`src/rtl/jfhs_pkg.sv`:
```
// Shared types and constants for the JPEG frame header scanner.
`default_nettype none

package jfhs_pkg;

	typedef enum logic [2:0] {
		STATUS_OK       = 3'd0,
		STATUS_NO_SOI   = 3'd1,
		STATUS_LOST     = 3'd2,
		STATUS_BAD_COMP = 3'd3,
		STATUS_TRUNC    = 3'd4
	} status_t;

	typedef enum logic [1:0] {
		COLOR_GRAY = 2'd0,
		COLOR_RGB  = 2'd1,
		COLOR_CMYK = 2'd2
	} color_space_t;

	localparam logic [15:0] MARKER_SOI  = 16'hFFD8;
	localparam logic [15:0] MARKER_SOF0 = 16'hFFC0;
	localparam logic [15:0] MARKER_SOF1 = 16'hFFC1;
	localparam logic [15:0] MARKER_SOF2 = 16'hFFC2;
	localparam logic [15:0] MARKER_SOF9 = 16'hFFC9;
	localparam logic [7:0]  MARKER_PREFIX = 8'hFF;

	localparam logic [7:0] COMPONENTS_GRAY = 8'd1;
	localparam logic [7:0] COMPONENTS_RGB  = 8'd3;
	localparam logic [7:0] COMPONENTS_CMYK = 8'd4;

	typedef struct packed {
		logic [7:0] data_byte;
		logic       last_byte;
	} feed_payload_t;

	typedef struct packed {
		status_t      status;
		logic [15:0]  height;
		logic [15:0]  width;
		logic [7:0]   precision;
		color_space_t color_space;
		logic         invert_decode;
	} result_payload_t;

endpackage

`default_nettype wire

```
`src/rtl/jfhs_stream_if.sv`:
```
// Valid/ready stream channel carrying one payload per transaction.
`default_nettype none

interface jfhs_stream_if #(
	parameter type payload_t = logic
) ();
	logic     valid;
	logic     ready;
	payload_t payload;

	modport source (output valid, output payload, input ready);
	modport sink (input valid, input payload, output ready);
endinterface

`default_nettype wire

```
`src/rtl/jpeg_frame_header_scanner_top.sv`:
```
// Top level of the JPEG frame header scanner: byte-wise marker walk and SOF capture.
//
// The feed channel takes one file byte per transaction, with last_byte set on the
// final byte of a file. The result channel gives at most one transaction per file:
// the frame size, precision and color space from the first SOF0, SOF1, SOF2 or SOF9
// segment, or an error status with all other fields zero.
// Each byte is handled in the cycle it is accepted, so a result appears on the
// result channel in the cycle after the byte that completes it. One byte is taken
// every cycle; the only limit is the single result register, which frees itself
// in the same cycle its transaction completes.
// After a result the remaining bytes of the file are consumed and dropped; the
// byte marked last returns the scanner to its start state for the next file.
// When the receiver stalls with a result waiting, feed.ready drops until that
// result is taken. Reset clears the parse state and empties the result register.
`default_nettype none

module jpeg_frame_header_scanner_top
	import jfhs_pkg::*;
(
	input  wire logic    clk,
	input  wire logic    arst_n,
	jfhs_stream_if.sink   feed,
	jfhs_stream_if.source result
);

	typedef enum logic [3:0] {
		PH_SOI_HI,
		PH_SOI_LO,
		PH_MARK_HI,
		PH_MARK_LO,
		PH_LEN_HI,
		PH_LEN_LO,
		PH_SKIP,
		PH_FRAME,
		PH_DRAIN
	} phase_t;

	phase_t          phase_q, phase_n;
	logic [2:0]      field_count_q, field_count_n;
	logic [15:0]     marker_word_q, marker_word_n;
	logic [15:0]     segment_length_q, segment_length_n;
	logic [15:0]     skip_remaining_q, skip_remaining_n;
	logic [15:0]     height_hold_q, height_hold_n;
	logic [15:0]     width_hold_q, width_hold_n;
	logic [7:0]      precision_hold_q, precision_hold_n;
	logic            res_valid_q;
	result_payload_t res_payload_q;

	logic            accept;
	logic [7:0]      b;
	logic            last;
	logic            emit;
	status_t         emit_status;
	color_space_t    emit_cs;
	logic            emit_inv;
	logic [15:0]     word;
	logic [15:0]     skip_calc;
	logic            is_frame;
	result_payload_t res_n;

	assign feed.ready     = !res_valid_q || result.ready;
	assign accept         = feed.valid && feed.ready;
	assign b              = feed.payload.data_byte;
	assign last           = feed.payload.last_byte;
	assign result.valid   = res_valid_q;
	assign result.payload = res_payload_q;

	assign is_frame = (marker_word_q == MARKER_SOF0) || (marker_word_q == MARKER_SOF1) ||
		(marker_word_q == MARKER_SOF2) || (marker_word_q == MARKER_SOF9);

	always_comb begin
		phase_n          = phase_q;
		field_count_n    = field_count_q;
		marker_word_n    = marker_word_q;
		segment_length_n = segment_length_q;
		skip_remaining_n = skip_remaining_q;
		height_hold_n    = height_hold_q;
		width_hold_n     = width_hold_q;
		precision_hold_n = precision_hold_q;
		emit             = 1'b0;
		emit_status      = STATUS_OK;
		emit_cs          = COLOR_GRAY;
		emit_inv         = 1'b0;
		word             = {segment_length_q[15:8], b};
		skip_calc        = word - 16'd2;

		unique case (phase_q)
			PH_SOI_HI: begin
				marker_word_n = {8'h00, b};
				phase_n       = PH_SOI_LO;
			end
			PH_SOI_LO: begin
				marker_word_n = {marker_word_q[7:0], b};
				if ({marker_word_q[7:0], b} != MARKER_SOI) begin
					emit        = 1'b1;
					emit_status = STATUS_NO_SOI;
				end else begin
					phase_n = PH_MARK_HI;
				end
			end
			PH_MARK_HI: begin
				marker_word_n = {b, 8'h00};
				phase_n       = PH_MARK_LO;
			end
			PH_MARK_LO: begin
				marker_word_n = {marker_word_q[15:8], b};
				phase_n       = PH_LEN_HI;
			end
			PH_LEN_HI: begin
				segment_length_n = {b, 8'h00};
				phase_n          = PH_LEN_LO;
			end
			PH_LEN_LO: begin
				segment_length_n = word;
				if (is_frame) begin
					field_count_n = 3'd0;
					phase_n       = PH_FRAME;
				end else if (marker_word_q[15:8] != MARKER_PREFIX || word < 16'd2) begin
					emit        = 1'b1;
					emit_status = STATUS_LOST;
				end else begin
					skip_remaining_n = skip_calc;
					phase_n          = (skip_calc == 16'd0) ? PH_MARK_HI : PH_SKIP;
				end
			end
			PH_SKIP: begin
				skip_remaining_n = skip_remaining_q - 16'd1;
				if (skip_remaining_q == 16'd1) begin
					phase_n = PH_MARK_HI;
				end
			end
			PH_FRAME: begin
				field_count_n = field_count_q + 3'd1;
				unique case (field_count_q)
					3'd0: precision_hold_n = b;
					3'd1: height_hold_n    = {b, 8'h00};
					3'd2: height_hold_n    = {height_hold_q[15:8], b};
					3'd3: width_hold_n     = {b, 8'h00};
					3'd4: width_hold_n     = {width_hold_q[15:8], b};
					default: begin
						emit = 1'b1;
						priority if (b == COMPONENTS_GRAY) begin
							emit_cs = COLOR_GRAY;
						end else if (b == COMPONENTS_RGB) begin
							emit_cs = COLOR_RGB;
						end else if (b == COMPONENTS_CMYK) begin
							emit_cs  = COLOR_CMYK;
							emit_inv = 1'b1;
						end else begin
							emit_status = STATUS_BAD_COMP;
						end
					end
				endcase
			end
			default: begin
			end
		endcase

		if (!emit && last && phase_q != PH_DRAIN) begin
			emit        = 1'b1;
			emit_status = STATUS_TRUNC;
		end

		if (emit) begin
			phase_n = PH_DRAIN;
		end

		if (last) begin
			phase_n          = PH_SOI_HI;
			field_count_n    = 3'd0;
			marker_word_n    = 16'd0;
			segment_length_n = 16'd0;
			skip_remaining_n = 16'd0;
			height_hold_n    = 16'd0;
			width_hold_n     = 16'd0;
			precision_hold_n = 8'd0;
		end

		res_n.status = emit_status;
		if (emit_status == STATUS_OK) begin
			res_n.height        = height_hold_q;
			res_n.width         = width_hold_q;
			res_n.precision     = precision_hold_q;
			res_n.color_space   = emit_cs;
			res_n.invert_decode = emit_inv;
		end else begin
			res_n.height        = 16'd0;
			res_n.width         = 16'd0;
			res_n.precision     = 8'd0;
			res_n.color_space   = COLOR_GRAY;
			res_n.invert_decode = 1'b0;
		end
	end

	always_ff @(posedge clk or negedge arst_n) begin
		if (!arst_n) begin
			phase_q          <= PH_SOI_HI;
			field_count_q    <= 3'd0;
			marker_word_q    <= 16'd0;
			segment_length_q <= 16'd0;
			skip_remaining_q <= 16'd0;
			height_hold_q    <= 16'd0;
			width_hold_q     <= 16'd0;
			precision_hold_q <= 8'd0;
			res_valid_q      <= 1'b0;
		end else begin
			if (accept) begin
				phase_q          <= phase_n;
				field_count_q    <= field_count_n;
				marker_word_q    <= marker_word_n;
				segment_length_q <= segment_length_n;
				skip_remaining_q <= skip_remaining_n;
				height_hold_q    <= height_hold_n;
				width_hold_q     <= width_hold_n;
				precision_hold_q <= precision_hold_n;
			end
			if (accept && emit) begin
				res_valid_q <= 1'b1;
			end else if (result.ready) begin
				res_valid_q <= 1'b0;
			end
		end
	end

	always_ff @(posedge clk) begin
		if (accept && emit) begin
			res_payload_q <= res_n;
		end
	end

endmodule

`default_nettype wire

```
`src/flat_wrapper.sv`:
```
// flat-port wrapper written by rule: the top's interface ports become plain ports
module jpeg_frame_header_scanner_top_flat import jfhs_pkg::*;
  (clk, arst_n, feed_valid, feed_payload, feed_ready, result_valid, result_payload, result_ready);
  jfhs_stream_if #(.payload_t(feed_payload_t)) feed_i ();
  jfhs_stream_if #(.payload_t(result_payload_t)) result_i ();
  input  wire logic clk;
  input  wire logic arst_n;
  input wire logic [$bits(feed_i.valid)-1:0] feed_valid;
  input wire logic [$bits(feed_i.payload)-1:0] feed_payload;
  output wire logic [$bits(feed_i.ready)-1:0] feed_ready;
  output wire logic [$bits(result_i.valid)-1:0] result_valid;
  output wire logic [$bits(result_i.payload)-1:0] result_payload;
  input wire logic [$bits(result_i.ready)-1:0] result_ready;
  assign feed_i.valid = feed_valid;
  assign feed_i.payload = feed_payload;
  assign feed_ready = feed_i.ready;
  assign result_valid = result_i.valid;
  assign result_payload = result_i.payload;
  assign result_i.ready = result_ready;
  jpeg_frame_header_scanner_top u_core (.clk(clk), .arst_n(arst_n), .feed(feed_i), .result(result_i));
endmodule
```
`config.mk`:
```
export PLATFORM = sky130hd
export DESIGN_NAME = jpeg_frame_header_scanner_top_flat
export DESIGN_NICKNAME = d
export VERILOG_FILES = /design/src/rtl/jfhs_pkg.sv /design/src/rtl/jfhs_stream_if.sv /design/src/rtl/jpeg_frame_header_scanner_top.sv /design/src/flat_wrapper.sv
export SDC_FILE = /design/constraint.sdc
export NUM_CORES = 1
export LEC_CHECK = 0
export BUFFER_PORTS_ARGS = -buffer_cell sky130_fd_sc_hd__buf_2
export CORE_MARGIN = 2
export CORE_UTILIZATION = 54
export DETAILED_ROUTE_END_ITERATION = 10
export HOLD_SLACK_MARGIN = 0.06
export PLACE_DENSITY_LB_ADDON = 0.12
export SLEW_MARGIN = 20
export SYNTH_ARGS = -nofsm -noshare
export SYNTH_HDL_FRONTEND = slang
export SYNTH_SLANG_ARGS = --single-unit
```
`constraint.sdc`:
```
create_clock -name clk -period 3.7 [get_ports clk]
set_input_delay 0.74 -clock clk [delete_from_list [all_inputs] [get_ports clk]]
set_output_delay 0.74 -clock clk [all_outputs]
set_load 0.01 [all_outputs]
```
# After elaboration in Yosys (flattened, before gate mapping)
# Cells that the tools add are included.
# totals
elab_cells	147
regBits	134
input_bits	13
# op_classes
addsub	3
bitwise	2
muxes	48
reduce_logical	42
order_cmp	1
n_eq_ne	32
# op_table
op	n
$mux 16	9
$pmux 16 s2	4
$eq 16x16->1 const B	4
$pmux 16 s4	1
$pmux 4 s7	1
$mux 3	8
$mux 4	6
$mux 8	3
$reduce_and 3->1	6
$eq 16x1->1 const B	1
$eq 4x3->1 const B	4
$logic_not 16->1	1
$lt 16x2->1 const B	1
$ne 16x16->1 const B	1
$sub 16x1->16 const B	1
$sub 16x2->16 const B	1
$reduce_and 4->1	3
$reduce_bool 2->1	6
$reduce_bool 3->1	4
$mux 1	10
$pmux 3 s3	1
$reduce_bool 9->1	1
$reduce_or 9->1	1
$eq 4x2->1 const B	2
31 further kinds	48

# Logic depth before layout (Yosys ltp)
# logic_depth
word_depth	13
ltp_mapped	10

# Worst setup path before layout
# OpenSTA, ideal clock, no wires.
# synth_timing
path_type	input to register
from	in feed_payload[6]
to	reg u_core.res_payload_q, in the netlist u_core.result.payload[0] (enable)
required_ns	3.238
n_path_buf	1
t_arrival_ns	3.893
cell_stages	6
slack_ns	-0.656
path_cell_list	buf_2 > nor4_4 > nand2_1 > o31ai_2 > a21oi_1 > a21oi_1
# synth_between
elab_chain_len	10
word_cells_on_any_way	12
# synth_lines
item	line	rtl
from (decl)	flat_wrapper.sv:9	input wire logic [$bits(feed_i.payload)-1:0] feed_payload;
$lt 16x2->1	jpeg_frame_header_scanner_top.sv:118	end else if (marker_word_q[15:8] != MARKER_PREFIX || word < 16'd2) begin
$logic_or 1x1->1	jpeg_frame_header_scanner_top.sv:118	
$mux 1	jpeg_frame_header_scanner_top.sv:118	
$mux 1	jpeg_frame_header_scanner_top.sv:115	if (is_frame) begin
$pmux 1 s3 *	jpeg_frame_header_scanner_top.sv:87	unique case (phase_q)
$logic_not 1->1	jpeg_frame_header_scanner_top.sv:159	if (!emit && last && phase_q != PH_DRAIN) begin
$logic_and 1x1->1 (2 in a row)	jpeg_frame_header_scanner_top.sv:159	
$mux 1 *	jpeg_frame_header_scanner_top.sv:159	
$logic_and 1x1->1 *	jpeg_frame_header_scanner_top.sv:226	if (accept && emit) begin
to (signal assigned)	jpeg_frame_header_scanner_top.sv:227	res_payload_q <= res_n;
to (decl)	jpeg_frame_header_scanner_top.sv:47	result_payload_t res_payload_q;
# Every way passes the cells marked *; elsewhere a longest branch is shown, timed or not.
# A chain may end at the register's enable or synchronous reset.

# Worst setup path in the final report
# layout_timing
from	in feed_payload[7]
to	reg u_core.res_payload_q, in the netlist u_core.result.payload[12] (enable)
# The elaborated chain is that of the path after synthesis.

==> flow_summary.ini <==
[status]
status = completed

[detailed_routing]
drtAntennaViolNets = 0
drt_iter0_markers = 655
route.detailed.wl_per_inst_um = 18.5
wirelength_mm = 16.9
firstDrtPassIters = 5
vias_per_cell = 6.13
vias = 5619
drc = 0

[setup_path]
slowest_stage = nor4_4
startpoint_type = primary input
critPathKind = primary input to flop
path_cells = buf_2 -> nor4_4 -> nand2_1 -> o31ai_2 -> a21oi_1 -> a21oi_4 -> buf_12
endpoint_kind = flop
cp_slowest_stage_delay_ps = 630
r2r-end = u_core.width_hold_q[15]
required_ps = 3810
endpoint = u_core.result.payload[12]
r2r-start = u_core.phase_q[1]
crit_fanout = 45
reg2regPathDepth = 6
worstSetupStartpoint = feed_payload[7]
rrSetupSlack_ps = 1050
crit_arrival_ps = 2940

[yosys]
syn_area_per_cell_um2 = 9.99
ys_async_sr_fraction_pct = 66.2
synth_nets = 703
synth-seq-area-share_pct = 52.1
synth_area_um2 = 6820
ys_types = 65
ys_ff_latch = 133
synth_flop_cell = dfrtp_1
syn_inst = 682
synth_warnings = 0
synth_enable_flop_cells = 45

[global_routing]
grt_pass1_wl_mm = 27.3
track_usage_pct = 26.6
grt_max_degree = 72
grt_overflow = 0
grt_pass1_vias = 5188
antenna_found_initial = 0

[power_and_ir_drop]
pwr-share-clk_pct = 33.7
p_seq_share_pct = 39.7
p_comb_share_pct = 26.6
p_sw_share_pct = 32.2
switchingPower_mw = 1.92
peakVddDrop_mv = 0.351
power_density_nw_per_um2 = 749
internal-power_mw = 4.04
p_leak_nw = 3.30

[worst_hold_path]
hp-class = primary input to async pin

[cts]
cts.clk_slew.worst_paths_ps = 60
clock_path_buffers = 2
cts_root_buf = clkbuf_16
insertion_delay_ps = 420
cts_made_buffers = 17
htree_levels = 4
cts_tree = done
cts_resized = 0
post_cts_buffers = 0
hold_buffers = 0
numClockSinks = 133

[placed_design]
port_buffers = 60
dp.final_hpwl_mm = 11.3
dpl_worst_slack_ps = 502
place_congestion = 0.917

[sta]
fin_crit_sh_pct = 76.5
setup_slack_ps = 871
setup_viol = 0
rsz0062_at_grt = no
post-route-min-period_ps = 2830
fin_skew_ps = 7.46
fmax_ghz = 0.354
maxSlewViolCount = 0
tightest_slew_ps = 1030
max_slew_margin_pct = 30.7
finalSetupTns_ps = 0
final-hold-violation-count = 0

[final_layout]
antenna_cells = 0
mostFrequentLayoutCell = dfrtp_1
drive_gt1_share_pct = 16.7
layout_common_cells = dfrtp_1, nand2_1, o21ai_0
n_fill_cell = 1012
syn_to_final_growth_pct = 16.7
nNetsFinal = 752

[die]
die_w_um = 116
ios = 61
core_um2 = 12500
die-area_um2 = 13500
die_y_um = 116
initial_core_util_pct = 54.7
row_count = 41

[flow_run]
cap_violations = 0
state kept, by name, indices dropped and copies added (netlist names):
register                 flops
u_core.field_count_q         3
u_core.height_hold_q        16
u_core.marker_word_q        16
u_core.phase_q               4
u_core.precision_hold_q      8
u_core.result.payload       45
u_core.result.valid          1
u_core.segment_length_q      8
u_core.skip_remaining_q     16
u_core.width_hold_q         16
Yosys cell counts (13+ instances only):
library cell / number / share of area [%]
nor2_1: 38 / 2.1
and2_1: 38 / 3.5
a21oi_1: 21 / 1.5
nor3_1: 13 / 0.95
nand2_1: 79 / 4.4
edfxtp_1: 45 / 20
o21ai_0: 73 / 5.4
clkbuf_1: 31 / 1.7
a22oi_1: 43 / 4.7
nor4_1: 14 / 1.3
inv_1: 19 / 1.0
nand2b_1: 16 / 1.5
dfrtp_1: 88 / 32
o31ai_1: 19 / 2.1
layer usage:
metal  global-route usage [%]  part of all wire, %  vias to the layer above
met5                        0                    0                        -
met4                     10.2                  2.2                        0
met3                     5.92                  6.9                       33
met2                     43.1                   49                      235
met1                     35.3                   42                     2754
li1                         -                    -                     2597
cells by family after synthesis:
family | Yosys count | synth area share [%]
and+or+nand+nor | 258 | 20.6
AOI/OAI and AO/OA | 200 | 18.8
DFF | 133 | 52.1
buffers and inverters | 64 | 4.37
xor gates and xnor gates | 11 | 1.41
muxes | 8 | 1.19
adders and majority gates | 8 | 1.47
power groups by stage:
stage               registers (mW)  logic [mW]  clock network [mW]
global route                  2.42        1.78                2.09
CTS                           2.36        1.59                2.03
finish                        2.37        1.58                2.00
global placement              2.37        1.52                   0
detailed placement            2.38        1.58                   0
floorplan                     2.36        1.11                   0
metrics by stage:
step	area [um^2]	power (mW)	instances	hold WS (ps)	utilization [%]
floorplan	6820	3.47	682	444	-
global placement	7240	3.89	884	466	58.1
detailed placement	7240	3.96	884	473	58.1
CTS	7950	5.97	916	485	63.8
global route	7950	6.29	916	523	63.8
finish	7950	5.95	916	444	63.8
worst min-delay path by stage:
| stage | from | endpoint | slack, ps |
|---|---|---|---|
| after global placement | u_core.marker_word_q[12] | u_core.marker_word_q[12] | 470 |
| final | arst_n | u_core.width_hold_q[8] | 440 |
| after detailed placement | u_core.marker_word_q[12] | u_core.marker_word_q[12] | 470 |
| after CTS | arst_n | u_core.skip_remaining_q[8] | 490 |
| after global routing | u_core.marker_word_q[12] | u_core.marker_word_q[12] | 520 |
| after floorplan | arst_n | u_core.field_count_q[0] | 440 |
cell type report:
cell class	instances	area (um^2)	share of cell area (%)
multi-input combinational	485	2980	37.5
clock buffer	20	457	5.74
sequential	133	3550	44.7
tap	172	215	2.71
timing repair buffer	75	428	5.38
clock inverter	12	248	3.12
inverter	19	71.3	0.897
worst max-delay path: cells and delay by family:
| kind | cells | cell delay, ps |
|---|---|---|
| buffers and inverters | 2 | 470 |
| AOI/OAI and AO/OA | 3 | 850 |
| and+or+nand+nor | 2 | 840 |
(Power assumes the default switching activity.)
